$ cat src/rtl/mls_pkg.sv
// ----------------------------------------------------------------------------
// mls_pkg
// Shared types, codes and widths of the multi-list store.
// ----------------------------------------------------------------------------
package mls_pkg;

   localparam int NUM_LISTS_DEF = 10;
   localparam int LIST_CAP_DEF  = 4;

   localparam int ACT_W = 4;
   localparam int SLOT_W = 4;
   localparam int AMT_W = 5;
   localparam int VAL_W = 32;
   localparam int STS_W = 4;
   localparam int CNT_W = 3;

   typedef enum logic [ACT_W-1:0] {
      ACT_CREATE          = 4'd0,
      ACT_APPEND          = 4'd1,
      ACT_DROP_LAST       = 4'd2,
      ACT_REMOVE          = 4'd3,
      ACT_RESIZE          = 4'd4,
      ACT_COUNT           = 4'd5,
      ACT_READ            = 4'd6,
      ACT_READ_SORTED     = 4'd7,
      ACT_READ_ALL        = 4'd8,
      ACT_READ_ALL_SORTED = 4'd9
   } action_type;

   typedef enum logic [STS_W-1:0] {
      ST_OK        = 4'd0,
      ST_BAD_SLOT  = 4'd1,
      ST_EXISTS    = 4'd2,
      ST_BAD_SIZE  = 4'd3,
      ST_NO_LIST   = 4'd4,
      ST_FULL      = 4'd5,
      ST_EMPTY     = 4'd6,
      ST_NOT_FOUND = 4'd7,
      ST_ALL_EMPTY = 4'd8,
      ST_BAD_NEW   = 4'd9
   } status_type;

   typedef enum logic [2:0] {
      MODE_NONE,
      MODE_SINGLE,
      MODE_READ,
      MODE_SORT,
      MODE_REMOVE
   } mode_type;

   typedef enum logic [2:0] {
      S_IDLE,
      S_EXEC,
      S_SCAN_RD,
      S_SCAN_CHK,
      S_EMIT_WAIT,
      S_SH_CHK,
      S_SH_RD,
      S_SH_WR
   } state_type;

   typedef struct packed {
      logic latch;
      logic commit;
      logic scan_start;
      logic rd_issue;
      logic advance;
      logic restart;
      logic take_best;
      logic found;
      logic sh_rd;
      logic sh_wr;
      logic rsp_single;
      logic rsp_notfound;
      logic rsp_elem;
      logic rsp_best;
      logic rm_done;
   } cmd_type;

   typedef struct packed {
      mode_type mode;
      mode_type run_mode;
      logic     rsp_busy;
      logic     tag;
      logic     match;
      logic     better;
      logic     cursor_end;
      logic     all_out;
      logic     shift_done;
   } stat_type;

endpackage

$ cat src/rtl/mls_ifs.sv
// ----------------------------------------------------------------------------
// mls_ifs
// Request and response channels of the multi-list store.
// ----------------------------------------------------------------------------
interface mls_req_if;
   logic                             valid;
   logic                             ready;
   logic [mls_pkg::ACT_W-1:0]        action;
   logic [mls_pkg::SLOT_W-1:0]       slot;
   logic signed [mls_pkg::AMT_W-1:0] amount;
   logic signed [mls_pkg::VAL_W-1:0] value;

   modport source (output valid, action, slot, amount, value, input ready);
   modport sink (input valid, action, slot, amount, value, output ready);
endinterface

interface mls_rsp_if;
   logic                             valid;
   logic                             ready;
   logic [mls_pkg::STS_W-1:0]        status;
   logic                             has_value;
   logic signed [mls_pkg::VAL_W-1:0] element;
   logic [mls_pkg::CNT_W-1:0]        count;
   logic                             last;

   modport source (output valid, status, has_value, element, count, last, input ready);
   modport sink (input valid, status, has_value, element, count, last, output ready);
endinterface

$ cat src/rtl/mls_ctrl.sv
// ----------------------------------------------------------------------------
// mls_ctrl
// Sequencer: steps each transaction through decode, scan, emit and shift.
// ----------------------------------------------------------------------------
module mls_ctrl (
   input  logic              clock,
   input  logic              reset,
   input  logic              req_valid,
   output logic              req_ready,
   input  mls_pkg::stat_type stat,
   output mls_pkg::cmd_type  cmd
);
   import mls_pkg::*;

   state_type state_ff;
   state_type state_in;

   always_ff @(posedge clock) begin
      if (reset) begin
         state_ff <= S_IDLE;
      end else begin
         state_ff <= state_in;
      end
   end

   always_comb begin
      state_in  = state_ff;
      cmd       = '0;
      req_ready = 1'b0;
      unique case (state_ff)
         S_IDLE: begin
            req_ready = !stat.rsp_busy;
            if (req_valid && !stat.rsp_busy) begin
               cmd.latch = 1'b1;
               state_in  = S_EXEC;
            end
         end
         S_EXEC: begin
            unique case (stat.mode)
               MODE_NONE: state_in = S_IDLE;
               MODE_SINGLE: begin
                  cmd.commit     = 1'b1;
                  cmd.rsp_single = 1'b1;
                  state_in       = S_IDLE;
               end
               default: begin
                  cmd.scan_start = 1'b1;
                  state_in       = S_SCAN_RD;
               end
            endcase
         end
         S_SCAN_RD: begin
            cmd.rd_issue = 1'b1;
            state_in     = S_SCAN_CHK;
         end
         S_SCAN_CHK: begin
            unique case (stat.run_mode)
               MODE_READ: begin
                  if (stat.tag) begin
                     cmd.rsp_elem = 1'b1;
                     state_in     = S_EMIT_WAIT;
                  end else if (stat.cursor_end) begin
                     state_in = S_IDLE;
                  end else begin
                     cmd.advance = 1'b1;
                     state_in    = S_SCAN_RD;
                  end
               end
               MODE_SORT: begin
                  cmd.take_best = stat.better && !stat.cursor_end;
                  if (stat.cursor_end) begin
                     cmd.rsp_best = 1'b1;
                     state_in     = S_EMIT_WAIT;
                  end else begin
                     cmd.advance = 1'b1;
                     state_in    = S_SCAN_RD;
                  end
               end
               MODE_REMOVE: begin
                  if (stat.tag && stat.match) begin
                     cmd.found = 1'b1;
                     state_in  = S_SH_CHK;
                  end else if (stat.cursor_end) begin
                     cmd.rsp_notfound = 1'b1;
                     state_in         = S_IDLE;
                  end else begin
                     cmd.advance = 1'b1;
                     state_in    = S_SCAN_RD;
                  end
               end
               default: state_in = S_IDLE;
            endcase
         end
         S_EMIT_WAIT: begin
            if (!stat.rsp_busy) begin
               if (stat.all_out) begin
                  state_in = S_IDLE;
               end else begin
                  cmd.advance = (stat.run_mode == MODE_READ);
                  cmd.restart = (stat.run_mode == MODE_SORT);
                  state_in    = S_SCAN_RD;
               end
            end
         end
         S_SH_CHK: begin
            if (stat.shift_done) begin
               cmd.rm_done = 1'b1;
               state_in    = S_IDLE;
            end else begin
               state_in = S_SH_RD;
            end
         end
         S_SH_RD: begin
            cmd.sh_rd = 1'b1;
            state_in  = S_SH_WR;
         end
         S_SH_WR: begin
            cmd.sh_wr = 1'b1;
            state_in  = S_SH_CHK;
         end
         default: state_in = S_IDLE;
      endcase
   end

endmodule

$ cat src/rtl/mls_dp.sv
// ----------------------------------------------------------------------------
// mls_dp
// Datapath: list descriptors, element memory, scan cursor, sort keys and
// response register.
// ----------------------------------------------------------------------------
module mls_dp #(
   parameter int NUM_LISTS = mls_pkg::NUM_LISTS_DEF,
   parameter int LIST_CAP  = mls_pkg::LIST_CAP_DEF
) (
   input  logic                             clock,
   input  logic                             reset,
   input  mls_pkg::cmd_type                 cmd,
   output mls_pkg::stat_type                stat,
   input  logic [mls_pkg::ACT_W-1:0]        req_action,
   input  logic [mls_pkg::SLOT_W-1:0]       req_slot,
   input  logic signed [mls_pkg::AMT_W-1:0] req_amount,
   input  logic signed [mls_pkg::VAL_W-1:0] req_value,
   output logic                             rsp_valid,
   input  logic                             rsp_ready,
   output logic [mls_pkg::STS_W-1:0]        rsp_status,
   output logic                             rsp_has_value,
   output logic signed [mls_pkg::VAL_W-1:0] rsp_element,
   output logic [mls_pkg::CNT_W-1:0]        rsp_count,
   output logic                             rsp_last
);
   import mls_pkg::*;

   localparam int DEPTH = NUM_LISTS * LIST_CAP;
   localparam int AW = (DEPTH > 1) ? $clog2(DEPTH) : 1;
   localparam int SW = (NUM_LISTS > 1) ? $clog2(NUM_LISTS) : 1;
   localparam int IW = (LIST_CAP > 1) ? $clog2(LIST_CAP) : 1;
   localparam int TW = $clog2(DEPTH + 1);

   logic [ACT_W-1:0]        act_ff;
   logic [SLOT_W-1:0]       slot_ff;
   logic signed [AMT_W-1:0] amt_ff;
   logic [VAL_W-1:0]        val_ff;

   logic [CNT_W-1:0] cap_ff [NUM_LISTS];
   logic [CNT_W-1:0] fill_ff [NUM_LISTS];

   logic [VAL_W-1:0] mem [DEPTH];
   logic [VAL_W-1:0] rdata_ff;
   logic             tag_ff;
   logic [AW-1:0]    pos_ff;

   logic [SW-1:0] cur_s_ff;
   logic [IW-1:0] cur_i_ff;
   logic [IW-1:0] j_ff;
   logic [TW-1:0] k_ff;
   logic [TW-1:0] total_ff;
   mode_type      mode_ff;

   logic [VAL_W-1:0] best_val_ff, prev_val_ff;
   logic [AW-1:0]    best_pos_ff, prev_pos_ff;
   logic             best_ok_ff, prev_ok_ff;

   logic             rsp_valid_ff;
   logic [STS_W-1:0] rsp_status_ff;
   logic             rsp_hv_ff;
   logic [VAL_W-1:0] rsp_el_ff;
   logic [CNT_W-1:0] rsp_cnt_ff;
   logic             rsp_last_ff;

   logic             slot_ok, all_sel;
   logic [SW-1:0]    idx;
   logic [CNT_W-1:0] cap_sel, fill_sel;
   logic [TW-1:0]    sum_all;
   logic signed [7:0] amt_x, nc;
   mode_type         dec_mode;
   status_type       dec_status;
   logic [CNT_W-1:0] dec_count;
   logic [AW-1:0]    base_idx, scan_addr, sh_addr, rd_addr, wr_addr;
   logic             wr_en;
   logic [VAL_W-1:0] wr_data;
   logic             better, last_out, rsp_load;
   logic [VAL_W-1:0] sel_val;
   logic [AW-1:0]    sel_pos;
   logic             fill_over;

   function automatic logic key_gt(logic [VAL_W-1:0] av, logic [AW-1:0] ap,
                                   logic [VAL_W-1:0] bv, logic [AW-1:0] bp);
      return ($signed(av) > $signed(bv)) || ((av == bv) && (ap > bp));
   endfunction

   assign slot_ok  = (slot_ff != '0) && (slot_ff <= SLOT_W'(NUM_LISTS));
   assign idx      = SW'(slot_ff - SLOT_W'(1));
   assign cap_sel  = slot_ok ? cap_ff[idx] : '0;
   assign fill_sel = slot_ok ? fill_ff[idx] : '0;
   assign all_sel  = (act_ff == ACT_READ_ALL) || (act_ff == ACT_READ_ALL_SORTED);
   assign amt_x    = 8'(amt_ff);
   assign nc       = $signed({5'd0, cap_sel}) + amt_x;

   always_comb begin
      sum_all = '0;
      for (int l = 0; l < NUM_LISTS; l++) begin
         sum_all = sum_all + TW'(fill_ff[l]);
      end
   end

   always_comb begin
      dec_mode   = MODE_SINGLE;
      dec_status = ST_OK;
      dec_count  = '0;
      if (act_ff > ACT_READ_ALL_SORTED) begin
         dec_mode = MODE_NONE;
      end else if (all_sel) begin
         if (sum_all == '0) begin
            dec_status = ST_ALL_EMPTY;
         end else begin
            dec_mode = (act_ff == ACT_READ_ALL) ? MODE_READ : MODE_SORT;
         end
      end else if (!slot_ok) begin
         dec_status = ST_BAD_SLOT;
      end else if (act_ff == ACT_CREATE) begin
         if (cap_sel != '0) begin
            dec_status = ST_EXISTS;
         end else if (amt_x < 8'sd1 || amt_x > 8'(LIST_CAP)) begin
            dec_status = ST_BAD_SIZE;
         end
      end else if (cap_sel == '0) begin
         dec_status = ST_NO_LIST;
      end else begin
         priority case (action_type'(act_ff))
            ACT_APPEND: begin
               if (fill_sel >= cap_sel) dec_status = ST_FULL;
            end
            ACT_DROP_LAST: begin
               if (fill_sel == '0) dec_status = ST_EMPTY;
            end
            ACT_REMOVE: begin
               if (fill_sel == '0) dec_status = ST_EMPTY;
               else dec_mode = MODE_REMOVE;
            end
            ACT_RESIZE: begin
               if (nc < 8'sd1 || nc > 8'(LIST_CAP)) dec_status = ST_BAD_NEW;
            end
            ACT_COUNT: begin
               if (fill_sel == '0) dec_status = ST_EMPTY;
               else dec_count = fill_sel;
            end
            default: begin
               if (fill_sel != '0) begin
                  dec_mode = (act_ff == ACT_READ) ? MODE_READ : MODE_SORT;
               end
            end
         endcase
      end
   end

   assign base_idx  = AW'(idx * LIST_CAP);
   assign scan_addr = AW'(cur_s_ff * LIST_CAP) + AW'(cur_i_ff);
   assign sh_addr   = base_idx + AW'(j_ff) + AW'(1);
   assign rd_addr   = cmd.sh_rd ? sh_addr : scan_addr;
   assign wr_en     = (cmd.commit && dec_status == ST_OK && act_ff == ACT_APPEND) || cmd.sh_wr;
   assign wr_addr   = cmd.sh_wr ? (base_idx + AW'(j_ff)) : (base_idx + AW'(fill_sel));
   assign wr_data   = cmd.sh_wr ? rdata_ff : val_ff;

   always_ff @(posedge clock) begin
      if (wr_en) begin
         mem[wr_addr] <= wr_data;
      end
      if (cmd.rd_issue || cmd.sh_rd) begin
         rdata_ff <= mem[rd_addr];
      end
   end

   assign better = tag_ff && (!prev_ok_ff || key_gt(rdata_ff, pos_ff, prev_val_ff, prev_pos_ff))
                   && (!best_ok_ff || key_gt(best_val_ff, best_pos_ff, rdata_ff, pos_ff));
   assign sel_val  = better ? rdata_ff : best_val_ff;
   assign sel_pos  = better ? pos_ff : best_pos_ff;
   assign last_out = ((k_ff + TW'(1)) == total_ff);
   assign rsp_load = cmd.rsp_single || cmd.rsp_notfound || cmd.rsp_elem
                     || cmd.rsp_best || cmd.rm_done;

   // descriptors and sequencing state
   always_ff @(posedge clock) begin
      if (reset) begin
         for (int l = 0; l < NUM_LISTS; l++) begin
            cap_ff[l]  <= '0;
            fill_ff[l] <= '0;
         end
         mode_ff    <= MODE_NONE;
         k_ff       <= '0;
         total_ff   <= '0;
         best_ok_ff <= 1'b0;
         prev_ok_ff <= 1'b0;
         cur_s_ff   <= '0;
         cur_i_ff   <= '0;
         j_ff       <= '0;
      end else begin
         if (cmd.commit && dec_status == ST_OK && dec_mode == MODE_SINGLE) begin
            priority case (action_type'(act_ff))
               ACT_CREATE: begin
                  cap_ff[idx]  <= CNT_W'(amt_ff);
                  fill_ff[idx] <= '0;
               end
               ACT_APPEND:    fill_ff[idx] <= fill_sel + CNT_W'(1);
               ACT_DROP_LAST: fill_ff[idx] <= fill_sel - CNT_W'(1);
               ACT_RESIZE: begin
                  cap_ff[idx] <= CNT_W'(nc);
                  if ($signed({5'd0, fill_sel}) > nc) fill_ff[idx] <= CNT_W'(nc);
               end
               default: ;
            endcase
         end
         if (cmd.scan_start) begin
            mode_ff    <= dec_mode;
            cur_s_ff   <= all_sel ? '0 : idx;
            cur_i_ff   <= '0;
            k_ff       <= '0;
            total_ff   <= all_sel ? sum_all : TW'(fill_sel);
            best_ok_ff <= 1'b0;
            prev_ok_ff <= 1'b0;
         end
         if (cmd.advance) begin
            if (cur_i_ff == IW'(LIST_CAP - 1)) begin
               cur_i_ff <= '0;
               cur_s_ff <= cur_s_ff + SW'(1);
            end else begin
               cur_i_ff <= cur_i_ff + IW'(1);
            end
         end
         if (cmd.restart) begin
            cur_s_ff <= all_sel ? '0 : idx;
            cur_i_ff <= '0;
         end
         if (cmd.take_best) begin
            best_val_ff <= rdata_ff;
            best_pos_ff <= pos_ff;
            best_ok_ff  <= 1'b1;
         end
         if (cmd.rsp_best) begin
            prev_val_ff <= sel_val;
            prev_pos_ff <= sel_pos;
            prev_ok_ff  <= 1'b1;
            best_ok_ff  <= 1'b0;
         end
         if (cmd.rsp_elem || cmd.rsp_best) begin
            k_ff <= k_ff + TW'(1);
         end
         if (cmd.found) begin
            j_ff <= cur_i_ff;
         end
         if (cmd.sh_wr) begin
            j_ff <= j_ff + IW'(1);
         end
         if (cmd.rm_done) begin
            fill_ff[idx] <= fill_sel - CNT_W'(1);
         end
      end
   end

   // request capture and scan tags
   always_ff @(posedge clock) begin
      if (cmd.latch) begin
         act_ff  <= req_action;
         slot_ff <= req_slot;
         amt_ff  <= req_amount;
         val_ff  <= req_value;
      end
      if (cmd.rd_issue) begin
         tag_ff <= (fill_ff[cur_s_ff] > CNT_W'(cur_i_ff));
         pos_ff <= scan_addr;
      end
   end

   // response register
   always_ff @(posedge clock) begin
      if (reset) begin
         rsp_valid_ff <= 1'b0;
      end else if (rsp_load) begin
         rsp_valid_ff <= 1'b1;
      end else if (rsp_ready) begin
         rsp_valid_ff <= 1'b0;
      end
   end

   always_ff @(posedge clock) begin
      if (rsp_load) begin
         rsp_hv_ff   <= cmd.rsp_elem || cmd.rsp_best;
         rsp_cnt_ff  <= cmd.rsp_single ? dec_count : '0;
         rsp_last_ff <= (cmd.rsp_elem || cmd.rsp_best) ? last_out : 1'b1;
         priority if (cmd.rsp_single) begin
            rsp_status_ff <= dec_status;
            rsp_el_ff     <= '0;
         end else if (cmd.rsp_notfound) begin
            rsp_status_ff <= ST_NOT_FOUND;
            rsp_el_ff     <= '0;
         end else if (cmd.rsp_elem) begin
            rsp_status_ff <= ST_OK;
            rsp_el_ff     <= rdata_ff;
         end else if (cmd.rsp_best) begin
            rsp_status_ff <= ST_OK;
            rsp_el_ff     <= sel_val;
         end else begin
            rsp_status_ff <= ST_OK;
            rsp_el_ff     <= '0;
         end
      end
   end

   assign rsp_valid     = rsp_valid_ff;
   assign rsp_status    = rsp_status_ff;
   assign rsp_has_value = rsp_hv_ff;
   assign rsp_element   = rsp_el_ff;
   assign rsp_count     = rsp_cnt_ff;
   assign rsp_last      = rsp_last_ff;

   assign stat.mode       = dec_mode;
   assign stat.run_mode   = mode_ff;
   assign stat.rsp_busy   = rsp_valid_ff;
   assign stat.tag        = tag_ff;
   assign stat.match      = (rdata_ff == val_ff);
   assign stat.better     = better;
   assign stat.cursor_end = (cur_i_ff == IW'(LIST_CAP - 1))
                            && (!all_sel || cur_s_ff == SW'(NUM_LISTS - 1));
   assign stat.all_out    = (k_ff == total_ff);
   assign stat.shift_done = (CNT_W'(j_ff) == (fill_sel - CNT_W'(1)));

   always_comb begin
      fill_over = 1'b0;
      for (int l = 0; l < NUM_LISTS; l++) begin
         fill_over = fill_over | (fill_ff[l] > cap_ff[l]);
      end
   end

   a_fill_within_cap: assert property (@(posedge clock) disable iff (reset)
      !fill_over)
      else $error("list fill above its capacity");

   a_emit_count: assert property (@(posedge clock) disable iff (reset)
      (cmd.rsp_elem || cmd.rsp_best) |-> (k_ff < total_ff))
      else $error("more elements emitted than stored");

   a_rsp_free: assert property (@(posedge clock) disable iff (reset)
      rsp_load |-> !rsp_valid_ff)
      else $error("response loaded over a pending one");

endmodule

$ cat src/rtl/multi_list_store.sv
// ----------------------------------------------------------------------------
// multi_list_store
// Numbered bounded lists of signed words with create, append, drop-last,
// remove, resize, count and plain or sorted read-out.
//
//   channel  direction  handshake     payload
//   req_ch   in         valid/ready   action, slot, amount, value
//   rsp_ch   out        valid/ready   status, has_value, element, count, last
//
// One transaction at a time. A result that needs no scan is loaded into the
// output register from the execute state; the next transaction is taken once
// the sequencer is idle and the output register is empty. Reads scan up to
// LIST_CAP positions per list in range, each a memory read then a check, and
// emit each element found; a sorted read repeats the whole scan per element.
// Remove scans for the value, then shifts each later element down one place.
// A result waits in the output register; each stalled cycle holds the sequencer.
// Reset clears all lists; element memory is not cleared.
// ----------------------------------------------------------------------------
module multi_list_store #(
   parameter int NUM_LISTS = mls_pkg::NUM_LISTS_DEF,
   parameter int LIST_CAP  = mls_pkg::LIST_CAP_DEF
) (
   input logic       clock,
   input logic       reset,
   mls_req_if.sink   req_ch,
   mls_rsp_if.source rsp_ch
);
   import mls_pkg::*;

   cmd_type  cmd;
   stat_type stat;

   mls_ctrl u_ctrl (
      .clock     (clock),
      .reset     (reset),
      .req_valid (req_ch.valid),
      .req_ready (req_ch.ready),
      .stat      (stat),
      .cmd       (cmd)
   );

   mls_dp #(
      .NUM_LISTS (NUM_LISTS),
      .LIST_CAP  (LIST_CAP)
   ) u_dp (
      .clock         (clock),
      .reset         (reset),
      .cmd           (cmd),
      .stat          (stat),
      .req_action    (req_ch.action),
      .req_slot      (req_ch.slot),
      .req_amount    (req_ch.amount),
      .req_value     (req_ch.value),
      .rsp_valid     (rsp_ch.valid),
      .rsp_ready     (rsp_ch.ready),
      .rsp_status    (rsp_ch.status),
      .rsp_has_value (rsp_ch.has_value),
      .rsp_element   (rsp_ch.element),
      .rsp_count     (rsp_ch.count),
      .rsp_last      (rsp_ch.last)
   );

endmodule

$ cat src/flat_wrapper.sv
// flat-port wrapper written by rule: the top's interface ports become plain ports
module multi_list_store_flat import mls_pkg::*;
#(
   parameter int NUM_LISTS = mls_pkg::NUM_LISTS_DEF,
   parameter int LIST_CAP  = mls_pkg::LIST_CAP_DEF
)
  (clock, reset, req_ch_valid, req_ch_action, req_ch_slot, req_ch_amount, req_ch_value, req_ch_ready, rsp_ch_valid, rsp_ch_status, rsp_ch_has_value, rsp_ch_element, rsp_ch_count, rsp_ch_last, rsp_ch_ready);
  mls_req_if req_ch_i ();
  mls_rsp_if rsp_ch_i ();
  input logic clock;
  input logic reset;
  input wire logic [$bits(req_ch_i.valid)-1:0] req_ch_valid;
  input wire logic [$bits(req_ch_i.action)-1:0] req_ch_action;
  input wire logic [$bits(req_ch_i.slot)-1:0] req_ch_slot;
  input wire logic [$bits(req_ch_i.amount)-1:0] req_ch_amount;
  input wire logic [$bits(req_ch_i.value)-1:0] req_ch_value;
  output wire logic [$bits(req_ch_i.ready)-1:0] req_ch_ready;
  output wire logic [$bits(rsp_ch_i.valid)-1:0] rsp_ch_valid;
  output wire logic [$bits(rsp_ch_i.status)-1:0] rsp_ch_status;
  output wire logic [$bits(rsp_ch_i.has_value)-1:0] rsp_ch_has_value;
  output wire logic [$bits(rsp_ch_i.element)-1:0] rsp_ch_element;
  output wire logic [$bits(rsp_ch_i.count)-1:0] rsp_ch_count;
  output wire logic [$bits(rsp_ch_i.last)-1:0] rsp_ch_last;
  input wire logic [$bits(rsp_ch_i.ready)-1:0] rsp_ch_ready;
  assign req_ch_i.valid = req_ch_valid;
  assign req_ch_i.action = req_ch_action;
  assign req_ch_i.slot = req_ch_slot;
  assign req_ch_i.amount = req_ch_amount;
  assign req_ch_i.value = req_ch_value;
  assign req_ch_ready = req_ch_i.ready;
  assign rsp_ch_valid = rsp_ch_i.valid;
  assign rsp_ch_status = rsp_ch_i.status;
  assign rsp_ch_has_value = rsp_ch_i.has_value;
  assign rsp_ch_element = rsp_ch_i.element;
  assign rsp_ch_count = rsp_ch_i.count;
  assign rsp_ch_last = rsp_ch_i.last;
  assign rsp_ch_i.ready = rsp_ch_ready;
  multi_list_store #(.NUM_LISTS(NUM_LISTS), .LIST_CAP(LIST_CAP)) u_core (.clock(clock), .reset(reset), .req_ch(req_ch_i), .rsp_ch(rsp_ch_i));
endmodule
$ cat config.mk
export PLATFORM = sky130hd
export DESIGN_NAME = multi_list_store_flat
export DESIGN_NICKNAME = d
export VERILOG_FILES = /design/src/rtl/mls_pkg.sv /design/src/rtl/mls_ifs.sv /design/src/rtl/mls_ctrl.sv /design/src/rtl/mls_dp.sv /design/src/rtl/multi_list_store.sv /design/src/flat_wrapper.sv
export SDC_FILE = /design/constraint.sdc
export NUM_CORES = 2
export LEC_CHECK = 0
export BUFFER_PORTS_ARGS = -buffer_cell sky130_fd_sc_hd__buf_2
export CORE_UTILIZATION = 55
export CTS_BUF_LIST = sky130_fd_sc_hd__clkbuf_4 sky130_fd_sc_hd__clkbuf_8 sky130_fd_sc_hd__clkbuf_16
export DETAILED_ROUTE_END_ITERATION = 8
export PLACE_DENSITY = 0.74
export SLEW_MARGIN = 20
export SYNTH_ARGS = -nofsm -noshare
export SYNTH_HDL_FRONTEND = slang
export SYNTH_SLANG_ARGS = --single-unit
$ cat constraint.sdc
create_clock -name clock -period 6.65 [get_ports clock]
set_input_delay 0.3325 -clock clock [delete_from_list [all_inputs] [get_ports clock]]
set_output_delay 0.3325 -clock clock [all_outputs]
set_load 0.03 [all_outputs]
==> reports/metrics.csv <==
stage,metric,value,unit
run_status,outcome,"complete, no violations",
clock_tree,clock buffer depth,3,
power,pwr dens,278,nW/um^2
clock_tree,Skew-Pair Late Insertion Delay,0.80,ns
finish,post-layout instance area,76900,sq um
power,VDD IR max,0.248,mV
synthesis,syn nets,4057,
power,Pint,16.6,mW
sta,"Setup violations, final",0,
job,Max Cap Viol,0,
worst_setup_path,Max stage delay on crit path,0.56,ns
synthesis,"Seq/Total Area, Yosys",0.716,
global_routing,initial antenna violation count,5,
sta,Final Skew,0.0445,ns
finish,fin nets,4330,
clock_tree,clk sinks,1606,
synthesis,"EDFF count, synth",1577,
routing,vias,37900,
finish,area growth from synthesis to layout,14.8,%
worst_setup_path,startpoint type of the worst setup path,flip-flop,
worst_setup_path,Critical Path End Type,flip-flop,
power,Pleak,26.1,nW
floorplanning,die footprint,123000,sq um
clock_tree,H-tree Lvls,4,
worst_setup_path,Critical R2R Launch,u_core.u_dp.fill_ff[3][2]$_SDFFCE_PN0P_,
synthesis,"Top FF cell, synth",edfxtp_1,
placed_design,Area after DPL,70900,sq um
sta,Final Max Slew Viols,0,
worst_setup_path,critical path launch point,u_core.u_dp.fill_ff[3][2]$_SDFFCE_PN0P_,
routing,Post-route DRC,0,
floorplanning,I/O pin total,92,
worst_setup_path,WP data required,7.08,ns
routing,Post-DRT Antenna Nets,0,
floorplanning,Core Region,120000,sq um
worst_setup_path,WP data arrival,6.94,ns
floorplanning,Die W,351,um
synthesis,Mapped Cells,3875,
worst_setup_path,CP cell instances,fa_1 > inv_1 > fa_1 > fa_1 > fa_1 > inv_1 > ha_1 > o21ai_1 > or2_2 > a311oi_2 > o211a_1 > o21ai_1 > nor4_2 > o311a_2 > and2_1 > a32o_2 > buf_4 > nand2_1 > buf_4 > nor2_4 > buf_4,
synthesis,Cell variety after synth,78,
routing,WL final,168000,um
floorplanning,die height,351,um
min_path,hold wc startpoint,req_ch_valid,
clock_tree,CTS Root Cell,clkbuf_16,
power,combinational power share,0.060,
global_routing,GRT Total Usage,0.272,
sta,crit path time final,6.50,ns
sta,Final Hold Viols,0,
power,switching share of power,0.223,
global_routing,vias in the first global route,37300,
worst_setup_path,Crit path max-delay family,adder cells,
power,total power,21.4,mW
worst_setup_path,Crit Path Category,flip-flop to flip-flop,
placed_design,global placer's final weighted congestion,0.936,
synthesis,Mean Syn Cell Area,17.3,sq um
sta,Max Freq,0.154,GHz
routing,DRT iter0 DRCs,5177,
synthesis,register bit total from synthesis,1606,
worst_setup_path,"Slowest-stage cell, CP",fa_1,
floorplanning,Initial Util,0.557,
clock_tree,CTS Buf Count,159,
power,Net Sw Power,4.77,mW
finish,share of layout cells above drive strength 1,0.235,
power,Reg power frac,0.527,
clock_tree,CTS tree,done,
synthesis,share of flip-flops with an asynchronous set or reset,0,
worst_setup_path,critical path's most frequent cell,fa_1,
worst_setup_path,Worst Path Max Fanout,15,
min_path,Hold Crit Class,input port to flip-flop,
routing,DR vias/cell,6.42,
global_routing,first-pass GRT wire length,243000,um
synthesis,synthesized area,66900,sq um
floorplanning,row count,127,
routing,drt wl/cell,28.6,um
clock_tree,Worst-path clk slew,0.06,ns
global_routing,gr ovfl total,0,
worst_setup_path,Buf/Inv on CP,5,
power,clock power share,0.413,
sta,Slew HR,0.213,
placed_design,IO Port Bufs,91,
routing,Pre-antenna DRT Iters,6,
sta,period utilisation layout,0.978,
global_routing,largest net degree at the start of global routing,101,
placed_design,Detailed Place HPWL,104000,um
synthesis,Yosys warnings,0,
sta,worst-margin pin slew,1.17,ns
[power groups by stage]
stage,Clock [mW],Combinational (mW),Sequential (mW)
floorplan,0,0.677,11.5
global placement,0,1.17,11.5
CTS,8.92,1.24,11.3
detailed placement,0,1.21,11.5
finish,8.82,1.28,11.3
global route,9.28,1.37,11.3
[cell usage in the layout (no fill, tap or decap), drive strengths merged, types with 20 or more instances in the layout]
cell	count
o21ai	120
fa	22
dfxtp	29
nand2	478
nor3	28
buf	259
inv	143
a31oi	35
ha	111
mux4	364
clkbuf	203
a311oi	68
dlygate4sd3	46
clkinv	75
nand3	97
nand2b	25
nand4	21
a22o	33
and3	38
nor2b	20
nor2	181
xnor2	20
a21oi	53
edfxtp	1577
xor2	44
[cell usage after synthesis (11+ instances only)]
cell	count	share of area
o21ai_0	115	0.0086
nand2_1	477	0.027
a311oi_1	68	0.0089
o21bai_1	11	0.0012
a31oi_1	35	0.0033
dfxtp_1	29	0.0087
nor2b_1	20	0.0019
ha_1	111	0.021
nand2b_1	25	0.0023
and3_1	38	0.0036
nand3_1	97	0.0073
a22o_1	33	0.0043
xnor2_1	20	0.0026
inv_1	138	0.0077
xor2_1	44	0.0058
a21o_1	16	0.0018
fa_1	22	0.0066
buf_2	17	0.0013
or3_1	14	0.0013
nor4_1	14	0.0013
nor3_1	28	0.0021
nand4_1	21	0.0020
clkbuf_1	136	0.0076
edfxtp_1	1577	0.71
mux4_2	364	0.12
nor2_1	178	0.010
o21a_1	13	0.0015
buf_1	38	0.0021
a21oi_1	52	0.0039
[worst min-delay path: stages]
cell     delay [ns]
buf_2          0.14
a21oi_1        0.14
nor2_1         0.04
nor2_1         0.08
nor3_1         0.05
[logic make-up after synthesis]
logic type | count (synthesis) | synth area share
mux | 374 | 0.124
compound gates | 410 | 0.0417
flops | 1606 | 0.716
buf+inv | 336 | 0.0195
xor+xnor | 64 | 0.00837
simple gates | 952 | 0.0630
fa+ha+maj | 133 | 0.0273
[final cells by class]
class                           count  area, sq um
Antenna cell                        2         5.00
Sequential cell                  1606        47900
Multi-Input combinational cell   1933        18400
Timing Repair Buffer              308         2840
Tap cell                         1612         2020
Fill cell                        7927        43400
Clock inverter                     93          855
Inverter                          140          526
Clock buffer                      200         4320
[worst paths after layout]
| kind | end | slack, ns | cells after the start |
|---|---|---|---|
| hold reg to reg | u_core.u_dp.best_pos_ff[0]$_DFFE_PP_ | 0.51 | 0 |
| setup / recovery | u_core.u_dp.mem[7][26]$_DFFE_PP_ | 0.15 | 21 |
| hold / removal | u_core.u_ctrl.state_ff[0]$_SDFFE_PP0P_ | 0.05 | 5 |
| setup reg to reg | u_core.u_dp.mem[7][26]$_DFFE_PP_ | 0.15 | 21 |
[stage by stage]
stage               TNS (ns)  std cells  setup slack [ns]  hold slack (ns)  utilization
floorplan            -293.25       3875            -0.308            0.406            -
global placement           0       5542             0.146            0.481        0.589
detailed placement     -1.21       5542           -0.0287            0.487        0.589
CTS                        0       5881           0.00500          0.00193        0.636
global route          -13.79       5892           -0.0755           0.0667        0.639
finish                     0       5894             0.148           0.0519        0.639
[state kept, by name, indices dropped and copies added (netlist names), 3 cells and up]
| register | flops |
|---|---|
| u_core.u_dp.rsp_count | 3 |
| u_core.u_dp.rsp_element | 32 |
| u_core.u_dp.mem | 1280 |
| u_core.u_dp.rsp_status | 4 |
| u_core.u_dp.slot_ff | 4 |
| u_core.u_dp.pos_ff | 6 |
| u_core.u_dp.act_ff | 4 |
| u_core.u_dp.prev_pos_ff | 6 |
| u_core.u_dp.cap_ff | 48 |
| u_core.u_dp.total_ff | 6 |
| u_core.u_dp.best_pos_ff | 6 |
| u_core.u_dp.prev_val_ff | 32 |
| u_core.u_dp.rdata_ff | 32 |
| u_core.u_dp.fill_ff | 48 |
| u_core.u_dp.k_ff | 6 |
| u_core.u_ctrl.state_ff | 3 |
| u_core.u_dp.best_val_ff | 32 |
| u_core.u_dp.amt_ff | 5 |
| u_core.u_dp.cur_s_ff | 4 |
| u_core.u_dp.val_ff | 32 |
| u_core.u_dp.mode_ff | 3 |
[what timing repair did]
| item | 4_1_cts | 5_1_grt |
|---|---|---|
| setup buffers | 0 | 4 |
| gates resized for setup | 2 | 27 |
| hold endpoints to repair | 46 | 0 |
| gates cloned | 0 | 5 |
| hold buffers | 46 | 0 |
| setup endpoints to repair | 242 | 1295 |
| pin swaps | 0 | 3 |
[routing by layer]
metal  vias to the layer above  track usage  part of all wire
met4                         4       0.0956             0.031
met5                         -            0           0.00012
met3                       298       0.0596              0.10
li1                      15800            -                 -
met2                      2268        0.427              0.48
met1                     19500        0.378              0.39
No activity file was read; power rests on OpenSTA's default activity.
